## config.mk

```make
export PLATFORM = sky130hd
export DESIGN_NAME = encoder_set_countdown_timer_unit
export DESIGN_NICKNAME = d
export VERILOG_FILES = /design/src/design/sctu_pkg.sv /design/src/design/encoder_set_countdown_timer_unit.sv /design/src/design/sctu_core.sv /design/src/design/sctu_outbuf.sv
export SDC_FILE = /design/constraint.sdc
export NUM_CORES = 1
export LEC_CHECK = 0
export BUFFER_PORTS_ARGS = -buffer_cell sky130_fd_sc_hd__buf_2
export CORE_MARGIN = 3
export CORE_UTILIZATION = 45
export CTS_CLUSTER_DIAMETER = 50
export DETAILED_ROUTE_END_ITERATION = 8
export GPL_TIMING_DRIVEN = 1
export PLACE_DENSITY = 0.69
export SLEW_MARGIN = 20
export SYNTH_ARGS = -nofsm -noshare
export SYNTH_HDL_FRONTEND = slang
export SYNTH_SLANG_ARGS = --single-unit
```

## constraint.sdc

```tcl
create_clock -name clk -period 12 [get_ports clk]
set_clock_uncertainty 0.05 [all_clocks]
set_input_delay 2.4 -clock clk [delete_from_list [all_inputs] [get_ports clk]]
set_output_delay 2.4 -clock clk [all_outputs]
set_load 0.02 [all_outputs]
```

## src/design/sctu_pkg.sv

```systemverilog
// Package for the encoder set countdown timer: codes, result type, time
// constants and the minute adjust and default check functions.
// No dependencies.
package sctu_pkg;

  typedef enum logic [1:0] {
    MODE_IDLE  = 2'd0,
    MODE_SET   = 2'd1,
    MODE_RUN   = 2'd2,
    MODE_ALARM = 2'd3
  } mode_t;

  typedef enum logic [1:0] {
    KIND_NUM  = 2'd0,
    KIND_IDLE = 2'd1,
    KIND_ALT  = 2'd2,
    KIND_ZERO = 2'd3
  } kind_t;

  typedef enum logic [1:0] {
    REQ_TICK   = 2'd0,
    REQ_TURN   = 2'd1,
    REQ_BUTTON = 2'd2
  } req_t;

  localparam logic CFG_DEFAULT_MINUTES = 1'b0;
  localparam logic CFG_TICKS_PER_TENTH = 1'b1;

  localparam logic [6:0]  MINUTES_FALLBACK = 7'd30;
  localparam logic [6:0]  MINUTES_MAX_DEFAULT = 7'd95;
  localparam logic [15:0] TICKS_RESET = 16'd3221;

  localparam logic [5:0] IDLE_RELOAD  = 6'd40;
  localparam logic [5:0] IDLE_ALT     = 6'd20;
  localparam logic [5:0] RUN_RELOAD   = 6'd18;
  localparam logic [5:0] RUN_NUM      = 6'd12;
  localparam logic [5:0] ALARM_RELOAD = 6'd8;
  localparam logic [5:0] ALARM_ALT    = 6'd4;
  localparam logic [3:0] TENTHS_PER_SEC = 4'd10;
  localparam logic [5:0] SECS_PER_MIN   = 6'd60;

  typedef struct packed {
    kind_t      kind;
    logic [6:0] number;
    mode_t      mode;
    logic       alarm;
  } result_t;

  function automatic logic [6:0] valid_default(input logic [6:0] v);
    return (v == 7'd0 || v > MINUTES_MAX_DEFAULT) ? MINUTES_FALLBACK : v;
  endfunction

  // 1 per detent below 30, 5 per detent from 30 up; clamp into 1..99
  function automatic logic [6:0] adjust_minutes(input logic [6:0] cur,
                                                input logic signed [4:0] w);
    logic signed [9:0] c;
    logic signed [9:0] ws;
    logic signed [9:0] w5;
    c  = signed'({3'b000, cur});
    ws = 10'(w);
    w5 = (ws <<< 2) + ws;
    if (c > 10'sd29 && w > 5'sd0) c = c + w5;
    if (c < 10'sd30) c = c + ws;
    if (c == 10'sd30 && w < 5'sd0) c = c + ws;
    if (c > 10'sd30 && w < 5'sd0) c = c + w5;
    if (c > 10'sd99) c = 10'sd95;
    if (c < 10'sd1) c = 10'sd1;
    return c[6:0];
  endfunction

endpackage

```

## src/design/encoder_set_countdown_timer_unit.sv

```systemverilog
// Top level of the encoder set countdown timer: stream ports, config port,
// core update and output buffer. Depends on sctu_pkg, sctu_core, sctu_outbuf.
//
// Takes one word per clock cycle while s_tready is high (base tick, encoder
// turn or button press) and returns one result word per input word, held
// in a two-entry output buffer; s_tready drops only when both entries are
// full. All state for a word is updated in a single combinational pass in
// sctu_core. Config writes are always accepted and take effect the next cycle.
module encoder_set_countdown_timer_unit (
  input  logic        clk,
  input  logic        rst,
  input  logic        s_tvalid,
  output logic        s_tready,
  input  logic [7:0]  s_tdata,   // [4:0] turn_steps, [7:5] zero
  input  logic [1:0]  s_tuser,   // [1:0] req_type
  output logic        m_tvalid,
  input  logic        m_tready,
  output logic [15:0] m_tdata,   // [6:0] display_number, [8:7] timer_mode,
                                 // [9] alarm_on, [15:10] zero
  output logic [1:0]  m_tuser,   // [1:0] display_kind
  input  logic        cfg_valid,
  output logic        cfg_ready,
  input  logic        cfg_index,
  input  logic [15:0] cfg_data
);
  import sctu_pkg::*;

  logic    fire;
  logic    can_push;
  result_t res;
  result_t out_res;

  assign s_tready  = can_push;
  assign fire      = s_tvalid && can_push;
  assign cfg_ready = 1'b1;

  sctu_core u_core (
    .clk        (clk),
    .rst        (rst),
    .fire       (fire),
    .req_type   (s_tuser),
    .turn_steps (signed'(s_tdata[4:0])),
    .cfg_fire   (cfg_valid),
    .cfg_index  (cfg_index),
    .cfg_data   (cfg_data),
    .res        (res)
  );

  sctu_outbuf u_outbuf (
    .clk       (clk),
    .rst       (rst),
    .push      (fire),
    .push_data (res),
    .can_push  (can_push),
    .out_valid (m_tvalid),
    .out_ready (m_tready),
    .out_data  (out_res)
  );

  assign m_tdata = {6'd0, out_res.alarm, out_res.mode, out_res.number};
  assign m_tuser = out_res.kind;

endmodule

```

## src/design/sctu_core.sv

```systemverilog
// Timer state and single pass update for one word: prescaler, blink counter,
// countdown, mode control and display content. Depends on sctu_pkg.
module sctu_core (
  input  logic              clk,
  input  logic              rst,
  input  logic              fire,
  input  logic [1:0]        req_type,
  input  logic signed [4:0] turn_steps,
  input  logic              cfg_fire,
  input  logic              cfg_index,
  input  logic [15:0]       cfg_data,
  output sctu_pkg::result_t res
);
  import sctu_pkg::*;

  mode_t       mode, mode_next;
  logic [6:0]  set_minutes, set_minutes_next;
  logic [6:0]  left_minutes, left_minutes_next;
  logic [5:0]  second_count, second_count_next;
  logic [3:0]  tenth_count, tenth_count_next;
  logic [15:0] prescale_count, prescale_count_next;
  logic        tenth_pending, tenth_pending_next;
  logic [5:0]  blink_count, blink_count_next;
  kind_t       shown_kind, shown_kind_next;
  logic [6:0]  shown_number, shown_number_next;
  logic        alarm_level, alarm_level_next;
  logic [15:0] ticks_per_tenth;

  always_comb begin
    logic [15:0] lim;
    logic [16:0] pinc;
    mode_next           = mode;
    set_minutes_next    = set_minutes;
    left_minutes_next   = left_minutes;
    second_count_next   = second_count;
    tenth_count_next    = tenth_count;
    prescale_count_next = prescale_count;
    tenth_pending_next  = tenth_pending;
    blink_count_next    = blink_count;
    shown_kind_next     = shown_kind;
    shown_number_next   = shown_number;
    alarm_level_next    = alarm_level;
    lim  = (ticks_per_tenth == 16'd0) ? 16'd1 : ticks_per_tenth;
    pinc = {1'b0, prescale_count} + 17'd1;

    case (req_type)
      REQ_TICK: begin
        if (prescale_count == 16'd0 && blink_count != 6'd0)
          blink_count_next = blink_count - 6'd1;
        if (pinc >= {1'b0, lim}) begin
          prescale_count_next = 16'd0;
          tenth_pending_next  = 1'b1;
        end else begin
          prescale_count_next = pinc[15:0];
        end
      end
      REQ_TURN: begin
        if (mode == MODE_IDLE) begin
          shown_kind_next   = KIND_NUM;
          shown_number_next = set_minutes;
          mode_next         = MODE_SET;
        end else if (mode == MODE_SET) begin
          set_minutes_next  = adjust_minutes(set_minutes, turn_steps);
          shown_kind_next   = KIND_NUM;
          shown_number_next = set_minutes_next;
        end else if (mode == MODE_RUN) begin
          blink_count_next  = RUN_NUM;
          left_minutes_next = adjust_minutes(left_minutes, turn_steps);
        end
      end
      REQ_BUTTON: begin
        if (mode == MODE_IDLE) begin
          mode_next         = MODE_SET;
          shown_kind_next   = KIND_NUM;
          shown_number_next = set_minutes;
        end else if (mode == MODE_SET) begin
          second_count_next = 6'd0;
          left_minutes_next = set_minutes;
          mode_next         = MODE_RUN;
        end else if (mode == MODE_RUN) begin
          mode_next         = MODE_IDLE;
          shown_kind_next   = KIND_IDLE;
          shown_number_next = 7'd0;
        end else begin
          alarm_level_next  = 1'b0;
          shown_kind_next   = KIND_IDLE;
          shown_number_next = 7'd0;
          mode_next         = MODE_IDLE;
        end
      end
      default: ;
    endcase

    // display rules and countdown, applied after every word
    if (mode_next == MODE_IDLE) begin
      if (blink_count_next == 6'd0) blink_count_next = IDLE_RELOAD;
      if (blink_count_next == IDLE_RELOAD) begin
        shown_kind_next   = KIND_IDLE;
        shown_number_next = 7'd0;
      end
      if (blink_count_next == IDLE_ALT) begin
        shown_kind_next   = KIND_ALT;
        shown_number_next = 7'd0;
      end
    end
    if (mode_next == MODE_RUN) begin
      if (blink_count_next == 6'd0) blink_count_next = RUN_RELOAD;
      if (blink_count_next == RUN_RELOAD) begin
        shown_kind_next   = KIND_ALT;
        shown_number_next = 7'd0;
      end
      if (blink_count_next == RUN_NUM) begin
        shown_kind_next   = KIND_NUM;
        shown_number_next = left_minutes_next;
      end
      if (tenth_pending_next) begin
        tenth_pending_next = 1'b0;
        tenth_count_next   = tenth_count_next + 4'd1;
        if (tenth_count_next == TENTHS_PER_SEC) begin
          second_count_next = second_count_next + 6'd1;
          if (second_count_next == SECS_PER_MIN) begin
            second_count_next = 6'd0;
            left_minutes_next = left_minutes_next - 7'd1;
            if (left_minutes_next == 7'd0) begin
              alarm_level_next = 1'b1;
              mode_next        = MODE_ALARM;
            end
          end
          tenth_count_next = 4'd0;
        end
      end
    end
    if (mode_next == MODE_ALARM) begin
      if (blink_count_next == 6'd0) blink_count_next = ALARM_RELOAD;
      if (blink_count_next == ALARM_RELOAD) begin
        shown_kind_next   = KIND_ZERO;
        shown_number_next = 7'd0;
      end
      if (blink_count_next == ALARM_ALT) begin
        shown_kind_next   = KIND_ALT;
        shown_number_next = 7'd0;
      end
    end
  end

  assign res.kind   = shown_kind_next;
  assign res.number = shown_number_next;
  assign res.mode   = mode_next;
  assign res.alarm  = alarm_level_next;

  always_ff @(posedge clk) begin
    if (rst) begin
      mode            <= MODE_IDLE;
      set_minutes     <= MINUTES_FALLBACK;
      left_minutes    <= 7'd0;
      second_count    <= 6'd0;
      tenth_count     <= 4'd0;
      prescale_count  <= 16'd0;
      tenth_pending   <= 1'b0;
      blink_count     <= 6'd0;
      shown_kind      <= KIND_IDLE;
      shown_number    <= 7'd0;
      alarm_level     <= 1'b0;
      ticks_per_tenth <= TICKS_RESET;
    end else begin
      if (fire) begin
        mode           <= mode_next;
        left_minutes   <= left_minutes_next;
        second_count   <= second_count_next;
        tenth_count    <= tenth_count_next;
        prescale_count <= prescale_count_next;
        tenth_pending  <= tenth_pending_next;
        blink_count    <= blink_count_next;
        shown_kind     <= shown_kind_next;
        shown_number   <= shown_number_next;
        alarm_level    <= alarm_level_next;
      end
      // a default minutes write wins over the word's own update
      if (cfg_fire && cfg_index == CFG_DEFAULT_MINUTES) begin
        set_minutes <= valid_default(cfg_data[6:0]);
      end else if (fire) begin
        set_minutes <= set_minutes_next;
      end
      if (cfg_fire && cfg_index == CFG_TICKS_PER_TENTH) begin
        ticks_per_tenth <= cfg_data;
      end
    end
  end

  a_alarm_mode: assert property (@(posedge clk) disable iff (rst)
    alarm_level == (mode == MODE_ALARM))
    else $error("alarm level out of step with alarm mode");
  a_number_kind: assert property (@(posedge clk) disable iff (rst)
    shown_number != 7'd0 |-> shown_kind == KIND_NUM)
    else $error("number shown with a pattern kind");
  a_set_range: assert property (@(posedge clk) disable iff (rst)
    set_minutes >= 7'd1 && set_minutes <= 7'd99)
    else $error("minutes setting out of range");
  a_mode_hold: assert property (@(posedge clk) disable iff (rst)
    !fire |=> $stable(mode))
    else $error("mode changed without a word");

endmodule

```

## src/design/sctu_outbuf.sv

```systemverilog
// Two-entry output buffer: result register plus skid stage, so a new word
// is taken while a result waits. Depends on sctu_pkg.
module sctu_outbuf (
  input  logic              clk,
  input  logic              rst,
  input  logic              push,
  input  sctu_pkg::result_t push_data,
  output logic              can_push,
  output logic              out_valid,
  input  logic              out_ready,
  output sctu_pkg::result_t out_data
);
  import sctu_pkg::*;

  logic    head_valid;
  result_t head;
  logic    skid_valid;
  result_t skid;
  logic    pop;

  assign pop       = head_valid && out_ready;
  assign can_push  = !skid_valid;
  assign out_valid = head_valid;
  assign out_data  = head;

  always_ff @(posedge clk) begin
    if (rst) begin
      head_valid <= 1'b0;
      skid_valid <= 1'b0;
    end else if (skid_valid) begin
      if (pop) begin
        head       <= skid;
        skid_valid <= 1'b0;
      end
    end else if (push) begin
      if (!head_valid || pop) begin
        head       <= push_data;
        head_valid <= 1'b1;
      end else begin
        skid       <= push_data;
        skid_valid <= 1'b1;
      end
    end else if (pop) begin
      head_valid <= 1'b0;
    end
  end

  a_skid_behind_head: assert property (@(posedge clk) disable iff (rst)
    skid_valid |-> head_valid)
    else $error("skid entry without head entry");
  a_no_overrun: assert property (@(posedge clk) disable iff (rst)
    push |-> !skid_valid)
    else $error("word pushed into full buffer");
  a_skid_moves_up: assert property (@(posedge clk) disable iff (rst)
    skid_valid && pop |=> head_valid && !skid_valid)
    else $error("skid entry lost on pop");

endmodule

```

* Word level (Yosys, flattened, before mapping)
Index checks and enable logic that the tools add are counted.
** Storage, ports and cells
- Register bits after elaboration :: 101
- Bits of input ports :: 32
- Output and inout port bits :: 21
** Operators by class
- Add/sub/neg operators :: 14
- Order comparisons :: 14
- Eq/ne operators :: 19
- Multiplexer cells :: 147
- Bitwise gates (word level) :: 4
- Reductions and logical operators :: 38
** Operators by type and width (count)
- two-way mux 10 bit :: 45
- two-way mux 7 bit :: 30
- two-way mux 6 bit :: 20
- two-way mux 12 bit :: 4
- two-way mux 2 bit :: 21
- adder 10 x 5 -> 10 bit :: 4
- zero test 16 bit :: 2
- two-way mux 16 bit :: 2
- one-hot mux 7 bit (2 select lines) :: 2
- adder 10 bit :: 2
- adder 8 x 10 -> 10 bit :: 2
- equality test 10 x 6 -> 1 bit, second input constant :: 2
- > comparator 10 x 6 -> 1 bit, second input constant :: 2
- > comparator 10 x 8 -> 1 bit, second input constant :: 2
- < comparator 10 x 2 -> 1 bit, second input constant :: 2
- < comparator 10 x 6 -> 1 bit, second input constant :: 2
- two-way mux 1 bit :: 19
- zero test 6 bit :: 3
- adder 16 x 1 -> 17 bit, second input constant :: 1
- greater-or-equal comparator 17 x 16 -> 1 bit :: 1
- > comparator 7 x 5 -> 1 bit, second input constant :: 2
- zero test 7 bit :: 2
- equality test 6 x 4 -> 1 bit, second input constant :: 2
- equality test 6 x 5 -> 1 bit, second input constant :: 2
- 28 further kinds :: 60

* Depth between registers and ports, before layout
Gate-level depths: netlist (run 1).
- Depth in word-level cells :: 55
- Gate-level depth with buffers :: 39

* Hierarchy
From an unflattened synthesis (run 1), not the netlist that was laid out.
** Second synthesis, totals
- Cells, all modules :: 1396
- Area total of the unflattened synthesis :: 10687.8 µm²
** Modules (own cells, without submodules)
- sctu_core :: times used 1, cells an instance 1335, area an instance 9571.7 µm²
- sctu_outbuf :: times used 1, cells an instance 51, area an instance 1049.8 µm²
- encoder_set_countdown_timer_unit :: times used 1, cells an instance 10, area an instance 66.3 µm²

* Worst setup path before layout (run 1)
No wires, ideal clock.
- Path type :: input to register
- From :: input port s_tdata[0]
- To :: register u_outbuf.head (netlist bit u_outbuf.out_data[10]) (data pin)
- Library setup time :: 0.160 ns
- Arrival :: 10.149 ns
- Required time :: 11.790 ns
- Setup slack :: 1.641 ns
- Stages :: 38
- Buffers on the path :: 2
- Cells stage by stage :: ha_1 fa_1 xor2_1 ha_1 clkbuf_1 nor3b_1 a311o_1 or3_4 a211oi_2 or2_2 mux2i_1 ha_1 a21oi_1 inv_1 a21oi_1 o21ai_0 a21oi_1 xor2_1 [... 2 more ...] ha_1 o21a_1 o31ai_1 a21oi_1 nand2_1 a21oi_1 or2_2 clkbuf_1 and3_1 nor4bb_1 a31o_2 a21o_1 ha_1 inv_1 nor3_4 a31oi_4 or4_4 a41oi_1
** On the way
- Cells in the longest elaborated chain, start to end :: 51
- Elaborated cells on any way between the ends :: 57
- Those cells by class :: add/sub: 6; order compare: 6; eq/ne: 2; mux: 39; reduce/logical: 4
** Ends and longest elaborated chain
- from (decl) :: line encoder_set_countdown_timer_unit.sv:14 : input logic [7:0] s_tdata,
- parallel branches: the longest is 22 deep, another holds adder 8 x 10 -> 10 bit
- two-way mux 10 bit (*) :: line sctu_pkg.sv:65 : if (c > 10'sd30 && w < 5'sd0) c = c + w5;
- two-way mux 10 bit (*) :: line sctu_core.sv:66 : end else if (mode == MODE_RUN) begin
- two-way mux 10 bit (*) :: line sctu_core.sv:62 : end else if (mode == MODE_SET) begin
- two-way mux 10 bit (*) :: line sctu_core.sv:58 : if (mode == MODE_IDLE) begin
- two-way mux 10 bit (*) :: line sctu_core.sv:46 : case (req_type)
- > comparator 10 x 8 -> 1 bit :: line sctu_pkg.sv:66 : if (c > 10'sd99) c = 10'sd95;
- two-way mux 10 bit (*) :: line sctu_pkg.sv:66
- [... 14 more ...]
- two-way mux 2 bit (*) :: line sctu_core.sv:119 : if (tenth_count_next == TENTHS_PER_SEC) begin
- two-way mux 2 bit (*) :: line sctu_core.sv:116 : if (tenth_pending_next) begin
- two-way mux 2 bit (*) :: line sctu_core.sv:106 : if (mode_next == MODE_RUN) begin
- equality test 2 bit (*) :: line sctu_core.sv:133 : if (mode_next == MODE_ALARM) begin
- two-way mux 2 bit (*) :: line sctu_core.sv:133
- two-way mux 12 bit (*) :: line sctu_outbuf.sv:36 : if (!head_valid || pop) begin
- two-way mux 12 bit (*) :: line sctu_outbuf.sv:35 : end else if (push) begin
- two-way mux 12 bit (*) :: line sctu_outbuf.sv:30 : end else if (skid_valid) begin
- to (signal assigned) :: line sctu_outbuf.sv:32 : head <= skid;
- to (signal assigned) :: line sctu_outbuf.sv:37 : head <= push_data;
- to (decl) :: line sctu_outbuf.sv:16 : result_t head;
Mark *: on every way between the ends. The select of a mux whose other input is x is not followed.
A chain may end at the register's enable or synchronous reset.

* Worst setup path after layout (run 1)
- From :: input port s_tdata[2]
- To :: register u_outbuf.head (netlist bit u_outbuf.out_data[10]) (data pin)
Same word-level chain as after synthesis.

==> results by group, run 1 <==
Finish
  – Share of cells above drive strength 1: 0.101
  – Fill count: 2364
  – Nets: 1614
  – Most frequent cells in the layout: nand2_1 (167), nor2_1 (127), a21oi_1 (119)
  – Area grow syn2layout: 7.18%
  – Commonest non-fill, non-tap cell in the layout: nand2_1
  – Antenna cells: 0

Worst setup path
  – Crit path buffers/inverters: 3
  – CP most frequent cell: ha_1
  – Dominant delay contributor by cell family on the critical path: compound AO/OA/AOI/OAI gates
  – CP endpoint kind: flip-flop
  – CP max FO: 8
  – CP Data Arrival Time: 11.28 ns
  – Type of origin of the critical path: input port
  – CP max-delay cell: or4_4
  – WS Path Type: in -> reg
  – CP peak stage delay: 0.56 ns
  – Required time worst endpoint: 12.13 ns

Route
  – Wire length per cell: 17.2 µm
  – Via density: 6.12
  – DRC Markers: 0
  – Post-Route WL: 31100 µm
  – Drt pass-1 iters: 5
  – Antenna Nets Post-Route: 0
  – Vias: 11100
  – Detailed Route Iter0 Violations: 839

Pwr
  – Internal: 0.000889 W
  – Switching Power: 0.000736 W
  – Clock power frac: 0.186
  – Sw Ratio: 0.453
  – Pwr dens: 136 nW/µm²
  – Leakage power figure: 4.84 nW
  – VDD IR max: 0.0841 mV
  – Sequential power share: 0.240
  – Logic pwr share: 0.574

STA
  – Setup violators final: 0
  – Final period util: 0.930
  – F_max: 89.7 MHz
  – Crit path time final: 11.15 ns
  – Slew headroom: 0.317
  – Final hold violation count: 0
  – RSZ-0062 raised after global routing: false
  – Final Hold Slack: 0.422 ns
  – Worst Max-Slew Pin Slew: 1.02 ns
  – Setup_tns: 0 ns
  – Final slew viol count: 0
  – Fin worst setup slack: 0.846 ns

Logic synthesis
  – Synth top area cells: dfxtp_1 (14%), ha_1 (10%), edfxtp_1 (6.5%)
  – Post-synth top area share: 0.138
  – Register area share after synthesis: 0.203
  – Synth unique cells: 107
  – Top FF cell, synth: dfxtp_1
  – Leading area contributor after synthesis: dfxtp_1
  – Synth Cell Area: 11200 µm²
  – Warnings from Yosys: 0
  – Flops & latches, synth: 101
  – Post-synth ARST share: 0
  – Number of flops mapped to enable cells by yosys: 24
  – Mapped Cells: 1475
  – Syn avg cell area: 7.56 µm²

Clock tree
  – Clk_lat worst skew: 0.35 ns
  – CTS tree: built
  – Max Buffers Root-to-Sink: 2
  – # H-tree levels: 3
  – Num CTS Buffers: 9
  – Sink Count: 101
  – Worst-path clk slew: 0.07 ns
  – CTS Root Cell: clkbuf_16

Die
  – Die area: 26700 µm²
  – Die Y: 163 µm
  – IO Pins: 53
  – Row count: 56
  – Die X: 163 µm
  – Core ar.: 23900 µm²
  – Starting Density: 0.467

Global routing
  – GR Util All Layers: 0.229
  – Met2 Usage GRT: 0.365
  – Grt met1 use: 0.328
  – Largest net degree at the start of global routing: 82
  – GR Util met3: 0.0370
  – Vias in the first global route: 10100
  – First-pass GRT wire length: 50900 µm
  – GRT overflow: 0
  – GRT busiest layer: met2
  – Antenna violations before repair: 0

Run
  – Total of max-cap violations: 0

Placement
  – IO Port Bufs: 42
  – Gp weighted congestion: 1.01
  – Final HPWL DP: 23800 µm
  – Setup WS pre-CTS: 0.328 ns

Status
  – Status: finished clean

Worst hold path
  – Hold crit path type: reg -> reg
[path summary, 6_finish.rpt]
kind,slack (ns),from,depth (start not counted),end
setup / recovery,0.85,s_tdata[2],37,u_outbuf.out_data[10]
hold / removal,0.42,u_core.ticks_per_tenth[0],2,u_core.ticks_per_tenth[0]
setup reg to reg,2.69,u_core.left_minutes[4],34,u_outbuf.out_data[10]
hold reg to reg,0.42,u_core.ticks_per_tenth[0],2,u_core.ticks_per_tenth[0]
[tightest hold or removal path: stages, from the launching register on]
cell and delay (ns):
dfxtp_1 0.31, nand2_1 0.05, nand3b_1 0.06
[sequential cells by signal, indices dropped and copies added (netlist names), 4 cells and up]
signal	cells
u_outbuf.out_data	12
u_core.second_count	6
u_core.left_minutes	7
u_core.ticks_per_tenth	16
u_core.shown_number	7
u_core.blink_count	6
u_core.prescale_count	16
u_outbuf.skid	12
u_core.tenth_count	4
u_core.set_minutes	7
[Yosys cell counts (12+ instances only)]
master,number
nand2_1,167
nor2_1,127
a21oi_1,119
o21ai_0,96
ha_1,90
inv_1,84
dfxtp_1,77
clkbuf_1,52
nand3_1,39
xnor2_1,34
nor3_1,32
a21o_1,24
edfxtp_1,24
xor2_1,23
and2_1,22
nor2b_1,22
a211oi_1,20
a31oi_1,20
and3_1,19
o21a_1,19
nand3b_1,17
o31ai_1,17
o211ai_1,16
nand2b_1,15
mux2i_1,12
nor4_1,12
[metrics by stage]
step | cells | instance area [µm²] | util | power, W
final | 1807 | 12000 | 0.500 | 0.00162
after global routing | 1807 | 12000 | 0.500 | 0.00175
after CTS | 1807 | 11900 | 0.500 | 0.00161
after detailed placement | 1791 | 11600 | 0.487 | 0.00130
after global placement | 1791 | 11600 | 0.487 | 0.00128
after floorplan | 1480 | 11200 | - | 0.00110
[per-layer routing]
layer	routed length [µm]	part of all wire	vias to the layer above
met5	0	0	-
met4	437	0.014	0
met3	2050	0.066	33
met2	13700	0.44	355
met1	14900	0.48	5215
li1	-	-	5464
[power groups by stage]
| stage | sequential, W | combinational, W | clock, W |
|---|---|---|---|
| after floorplan | 0.000390 | 0.000706 | 0 |
| after CTS | 0.000389 | 0.000912 | 0.000308 |
| after global placement | 0.000396 | 0.000883 | 0 |
| after detailed placement | 0.000397 | 0.000906 | 0 |
| final | 0.000390 | 0.000933 | 0.000302 |
| after global routing | 0.000392 | 0.00103 | 0.000321 |
[repair_timing]
action                     4_1_cts  5_1_grt
setup endpoints to repair        0        4
hold buffers                     0        0
gates resized for setup          0        1
setup buffers                    0        0
[layout make-up]
class,instances,area (µm²),area share
clock buffer,9,225,0.0188
clock inverter,7,81.3,0.00680
inverter,86,323,0.0270
multi-input combinational,1223,8300,0.695
sequential,101,2260,0.189
tap,319,399,0.0334
timing repair buffer,62,360,0.0301
[cell families (layout without fill, tap and decap cells)]
| logic type | count (synthesis) | in the layout | share of synthesized area |
|---|---|---|---|
| simple gates | 547 | 547 | 0.250 |
| compound gates | 494 | 494 | 0.311 |
| buf+inv | 156 | 164 | 0.0559 |
| flops | 101 | 101 | 0.203 |
| fa+ha+maj | 99 | 99 | 0.117 |
| xor+xnor | 58 | 58 | 0.0462 |
| mux | 18 | 18 | 0.0168 |
| other cells | 2 | 7 | 0.000673 |
(Power assumes the default switching activity.)
==> run 2: changes to the inputs <==
--- a/config.mk
+++ b/config.mk
@@ -6,12 +6,14 @@
 export NUM_CORES = 1
 export LEC_CHECK = 0
 export BUFFER_PORTS_ARGS = -buffer_cell sky130_fd_sc_hd__buf_2
+export CELL_PAD_IN_SITES_DETAIL_PLACEMENT = 1
+export CELL_PAD_IN_SITES_GLOBAL_PLACEMENT = 2
 export CORE_MARGIN = 3
-export CORE_UTILIZATION = 45
+export CORE_UTILIZATION = 38
 export CTS_CLUSTER_DIAMETER = 50
 export DETAILED_ROUTE_END_ITERATION = 8
 export GPL_TIMING_DRIVEN = 1
-export PLACE_DENSITY = 0.69
+export PLACE_DENSITY = 0.91
 export SLEW_MARGIN = 20
 export SYNTH_ARGS = -nofsm -noshare
 export SYNTH_HDL_FRONTEND = slang
==> run 2 against run 1 <==
Compared with the run above:
- setup slack lost 0.14 ns
- largest cell class unchanged
- global-route usage about the same
- first-iteration DRC count is 9.1% lower
- sequential share of layout area down 0.21 points
- hold slack better by 0.0040 ns
- largest power group unchanged
- non-clock buffer count increased by 11
- register-to-register slack gained 0.11 ns
- sequential power about the same
- highest routed layer unchanged
- wire length up 17%
==> results by group, run 2 (synthesized netlist as in run 1, its figures left out) <==
Clock tree
  – Sink Count: 101
  – CTS Root Cell: clkbuf_16
  – Hold bufs inserted after CTS: 0
  – Clk_lat worst skew: 0.36 ns
  – Max Buffers Root-to-Sink: 2
  – # H-tree levels: 3
  – CTS tree: built
  – Num CTS Buffers: 9
  – Worst-path clk slew: 0.07 ns

Worst setup path
  – CP peak stage delay: 0.58 ns
  – CP max FO: 7
  – R2R depth: 32
  – CP max-delay cell: or4_4
  – Type of origin of the critical path: input port
  – Worst R2R Start: u_core.left_minutes[4]
  – WS Path Type: in -> reg
  – RR Endpoint: u_outbuf.out_data[10]
  – CP Data Arrival Time: 11.43 ns
  – Required time worst endpoint: 12.14 ns
  – CP endpoint kind: flip-flop
  – CP startpoint: s_tdata[0]
  – Reg2reg setup slack: 2.80 ns
  – CP endpoint: u_outbuf.out_data[10]

Placement
  – IO Port Bufs: 42
  – Setup WS pre-CTS: 0.0588 ns
  – Placed Cells: 1867
  – Area after DPL: 11800 µm²
  – Gp weighted congestion: 0.936
  – Final HPWL DP: 28100 µm

Finish
  – Fill count: 3587
  – Nets: 1625
  – Share of cells above drive strength 1: 0.107
  – Antenna cells: 0
  – Most frequent cells in the layout: nand2_1 (167), nor2_1 (127), a21oi_1 (119)
  – Finished Layout Cells: 1883
  – Commonest non-fill, non-tap cell in the layout: nand2_1
  – Area grow syn2layout: 8.39%
  – Fin area: 12100 µm²
  – Regs by FF count: u_core.prescale_count: 16 flops, u_core.ticks_per_tenth: 16 flops

Die
  – Die X: 177 µm
  – Die area: 31400 µm²
  – IO Pins: 53
  – Die Y: 177 µm
  – Core ar.: 28800 µm²
  – Row count: 62
  – Starting Density: 0.388

STA
  – Slew headroom: 0.317
  – Final hold violation count: 0
  – Worst Max-Slew Pin Slew: 1.02 ns
  – Setup violators final: 0
  – Final slew viol count: 0
  – Setup_tns: 0 ns
  – Final period util: 0.941
  – RSZ-0062 raised after global routing: false
  – Fin worst setup slack: 0.709 ns
  – F_max: 88.6 MHz
  – Crit path time final: 11.29 ns

Status
  – Status: finished clean

Global routing
  – Antenna violations before repair: 0
  – First-pass GRT wire length: 58800 µm
  – GRT overflow: 0
  – GR Util All Layers: 0.229
  – Vias in the first global route: 11200
  – Largest net degree at the start of global routing: 66

Pwr
  – Leakage power figure: 4.87 nW
  – Pwr dens: 135 nW/µm²
  – VDD IR max: 0.0772 mV

Route
  – Post-Route WL: 36300 µm
  – Drt pass-1 iters: 5
  – M1 WL: 17100 µm
  – Top layer in use: met4
  – Vias: 11300
  – Detailed Route Iter0 Violations: 763
  – Via density: 5.99
  – Met2 Wirelength: 16600 µm
  – DRC Markers: 0
  – Wire length per cell: 19.3 µm
  – Routed wl met3: 1930 µm
  – Antenna Nets Post-Route: 0

Worst hold path
  – Hold crit path type: reg -> reg

Run
  – Total of max-cap violations: 0
## run 2: metal layers
layer / global-route usage / vias up
met1: 0.313 / 5508
met2: 0.380 / 244
met5: 0 / -
li1: - / 5481
met4: 0.0566 / 0
met3: 0.0334 / 51
## run 2: layout make-up
class	count	area, µm²	share of cell area
timing repair buffer	73	443	0.0366
multi-input combinational	1223	8310	0.687
sequential	101	2260	0.187
tap	384	480	0.0397
inverter	86	323	0.0267
clock buffer	11	233	0.0193
clock inverter	5	37.5	0.00310
## run 2: what timing repair did
item                                    CTS  global route
endpoints found under the setup margin    0            37
gates resized for setup                   0             2
setup buffers                             0             0
hold endpoints to repair                  0             0
## run 2: stage by stage
stage               power, W   util  hold slack (ns)
finish               0.00163  0.420            0.426
global route         0.00176  0.420            0.451
CTS                  0.00162  0.420            0.427
detailed placement   0.00134  0.410            0.416
global placement     0.00131  0.410            0.408
floorplan            0.00110      -            0.390
## run 2: power by group
group / internal [W] / switching, W / total (W)
Combinational: 0.000365 / 0.000592 / 0.000957
Clock: 0.000141 / 0.000134 / 0.000275
Sequential: 0.000367 / 0.0000258 / 0.000393
## run 2: worst min path at each step
| stage | startpoint | endpoint | slack (ns) | depth (start not counted) |
|---|---|---|---|---|
| floorplan | u_core.ticks_per_tenth[0] | u_core.ticks_per_tenth[0] | 0.39 | 2 |
| global placement | u_core.ticks_per_tenth[0] | u_core.ticks_per_tenth[0] | 0.41 | 2 |
| detailed placement | u_core.ticks_per_tenth[13] | u_core.ticks_per_tenth[13] | 0.42 | 2 |
| CTS | u_core.ticks_per_tenth[13] | u_core.ticks_per_tenth[13] | 0.43 | 2 |
| global route | u_core.ticks_per_tenth[0] | u_core.ticks_per_tenth[0] | 0.45 | 2 |
| finish | u_core.ticks_per_tenth[13] | u_core.ticks_per_tenth[13] | 0.43 | 2 |
## run 2: critical path: cells and delay by family
kind | cells | cell delay, ns
compound gates | 17 | 4.03
fa+ha+maj | 5 | 1.60
simple gates | 6 | 1.97
xor+xnor | 3 | 0.88
buf+inv | 2 | 0.17
mux | 1 | 0.40
==> run 3: changes to the inputs <==
--- a/config.mk
+++ b/config.mk
@@ -8,12 +8,11 @@
 export BUFFER_PORTS_ARGS = -buffer_cell sky130_fd_sc_hd__buf_2
 export CELL_PAD_IN_SITES_DETAIL_PLACEMENT = 1
 export CELL_PAD_IN_SITES_GLOBAL_PLACEMENT = 2
-export CORE_MARGIN = 3
 export CORE_UTILIZATION = 38
 export CTS_CLUSTER_DIAMETER = 50
 export DETAILED_ROUTE_END_ITERATION = 8
 export GPL_TIMING_DRIVEN = 1
-export PLACE_DENSITY = 0.91
+export PLACE_DENSITY_LB_ADDON = 0.25
 export SLEW_MARGIN = 20
 export SYNTH_ARGS = -nofsm -noshare
 export SYNTH_HDL_FRONTEND = slang
==> run 3 against run 2 <==
Compared with the run above:
- maximum frequency shrank 1.2%
- combinational power down 0.7%
- register-to-register slack lost 0.03 ns
- utilization is 0.078 points higher
- clock power is 6% higher
- flip-flop and latch count is the same
- final cell count about the same
- critical path type unchanged
- largest power group unchanged
- highest routed layer unchanged
==> results by group, run 3 (synthesized netlist as in run 1, its figures left out) <==
Clock tree
  – Clk_lat worst skew: 0.36 ns
  – Num CTS Buffers: 9
  – Post-CTS Setup Repair Bufs: 0
  – CTS tree: built
  – Sink Count: 101
  – # H-tree levels: 3
  – Worst-path clk slew: 0.08 ns
  – CTS Root Cell: clkbuf_16
  – Post_cts resized: 0
  – Hold bufs inserted after CTS: 0
  – Max Buffers Root-to-Sink: 2

STA
  – Worst Max-Slew Pin Slew: 1.05 ns
  – Final period util: 0.952
  – F_max: 87.5 MHz
  – Final slew viol count: 0
  – Crit path time final: 11.43 ns
  – Slew headroom: 0.296
  – Final hold violation count: 0
  – Fin worst setup slack: 0.572 ns
  – Setup violators final: 0

Route
  – DRC Markers: 0
  – Detailed Route Iter0 Violations: 772
  – Via density: 5.88
  – Vias: 11100
  – Antenna Nets Post-Route: 0
  – Drt pass-1 iters: 5
  – Post-Route WL: 36400 µm
  – Wire length per cell: 19.3 µm

Worst setup path
  – CP endpoint kind: flip-flop
  – CP most frequent cell: a21oi_1
  – CP Data Arrival Time: 11.58 ns
  – Required time worst endpoint: 12.15 ns
  – WS Path Type: in -> reg
  – CP peak stage delay: 0.60 ns
  – Type of origin of the critical path: input port
  – CP max FO: 9
  – CP max-delay cell: or4_4

Global routing
  – Vias in the first global route: 11100
  – Antenna violations before repair: 0
  – GR Util All Layers: 0.242
  – GR Util met3: 0.0268
  – GRT overflow: 0
  – GRT busiest layer: met2
  – Largest net degree at the start of global routing: 56
  – First-pass GRT wire length: 59200 µm
  – Met2 Usage GRT: 0.395
  – Grt met1 use: 0.340

Die
  – Die area: 30000 µm²
  – IO Pins: 53
  – Core ar.: 28800 µm²
  – Starting Density: 0.388
  – Die Y: 173 µm
  – Row count: 62
  – Die X: 173 µm

Finish
  – Nets: 1624
  – Finished Layout Cells: 1882
  – Share of cells above drive strength 1: 0.106
  – Fin area: 12100 µm²
  – Most frequent cells in the layout: nand2_1 (167), nor2_1 (127), a21oi_1 (119)
  – Area grow syn2layout: 8.59%
  – Antenna cells: 0
  – Commonest non-fill, non-tap cell in the layout: nand2_1
  – Regs by FF count: u_core.prescale_count: 16 flops, u_core.ticks_per_tenth: 16 flops

Pwr
  – Leakage power figure: 4.89 nW
  – Pwr dens: 135 nW/µm²
  – VDD IR max: 0.106 mV

Placement
  – Gp weighted congestion: 0.911
  – Area after DPL: 11800 µm²
  – Setup WS pre-CTS: 0.0195 ns
  – IO Port Bufs: 42
  – Placed Cells: 1865
  – Final HPWL DP: 28400 µm

Run
  – Total of max-cap violations: 0

Worst hold path
  – Hold crit path type: reg -> reg

Status
  – Status: finished clean
[run 3: cell types whose count changed in the layout (fill, tap and decap cells not counted), sizes merged]
cell,delta
buf,-1
clkbuf,-1
clkinvlp,-1
inv,+2
[run 3: area by class of cell]
type,instances,area [µm²]
Sequential cell,101,2260
Clock inverter,6,45.0
Timing Repair Buffer,72,448
Clock buffer,10,239
Inverter,86,323
Fill cell,3581,16700
Multi-Input combinational cell,1223,8310
Tap cell,384,480
[run 3: stage by stage]
stage | power (W) | TNS (ns) | hold slack [ns] | utilization
floorplan | 0.00110 | 0 | 0.390 | -
CTS | 0.00164 | 0 | 0.428 | 0.419
global route | 0.00177 | -0.0187 | 0.456 | 0.421
global placement | 0.00132 | 0 | 0.413 | 0.410
finish | 0.00163 | 0 | 0.427 | 0.421
detailed placement | 0.00134 | 0 | 0.419 | 0.410
[run 3: final timing paths]
path / start / end / slack (ns) / cells after the start
max: s_tdata[1] / u_outbuf.out_data[10] / 0.57 / 38
min: u_core.ticks_per_tenth[13] / u_core.ticks_per_tenth[13] / 0.43 / 2
max reg2reg: u_core.left_minutes[4] / u_outbuf.out_data[10] / 2.77 / 34
min reg2reg: u_core.ticks_per_tenth[13] / u_core.ticks_per_tenth[13] / 0.43 / 2
[run 3: where the power goes]
group / internal, W / switching, W / total [W] / leakage (nW)
Sequential: 0.000367 / 0.0000269 / 0.000394 / 0.848
Clock: 0.000148 / 0.000143 / 0.000291 / 0.133
Combinational: 0.000363 / 0.000587 / 0.000950 / 3.90
Total: 0.000879 / 0.000756 / 0.00163 / 4.89
[run 3: critical path, delay by kind of cell]
kind / cells / cell delay, ns
and+or+nand+nor: 10 / 3.28
xor gates and xnor gates: 2 / 0.30
buffers and inverters: 3 / 0.45
AOI/OAI and AO/OA: 17 / 3.23
adders and majority gates: 5 / 1.48
muxes: 1 / 0.43
[run 3: layer usage]
metal	up-vias	part of all wire	wire length (µm)
met3	38	0.033	1210
li1	5458	-	-
met4	0	0.015	536
met5	-	0	0
met2	193	0.45	16300
met1	5377	0.50	18300
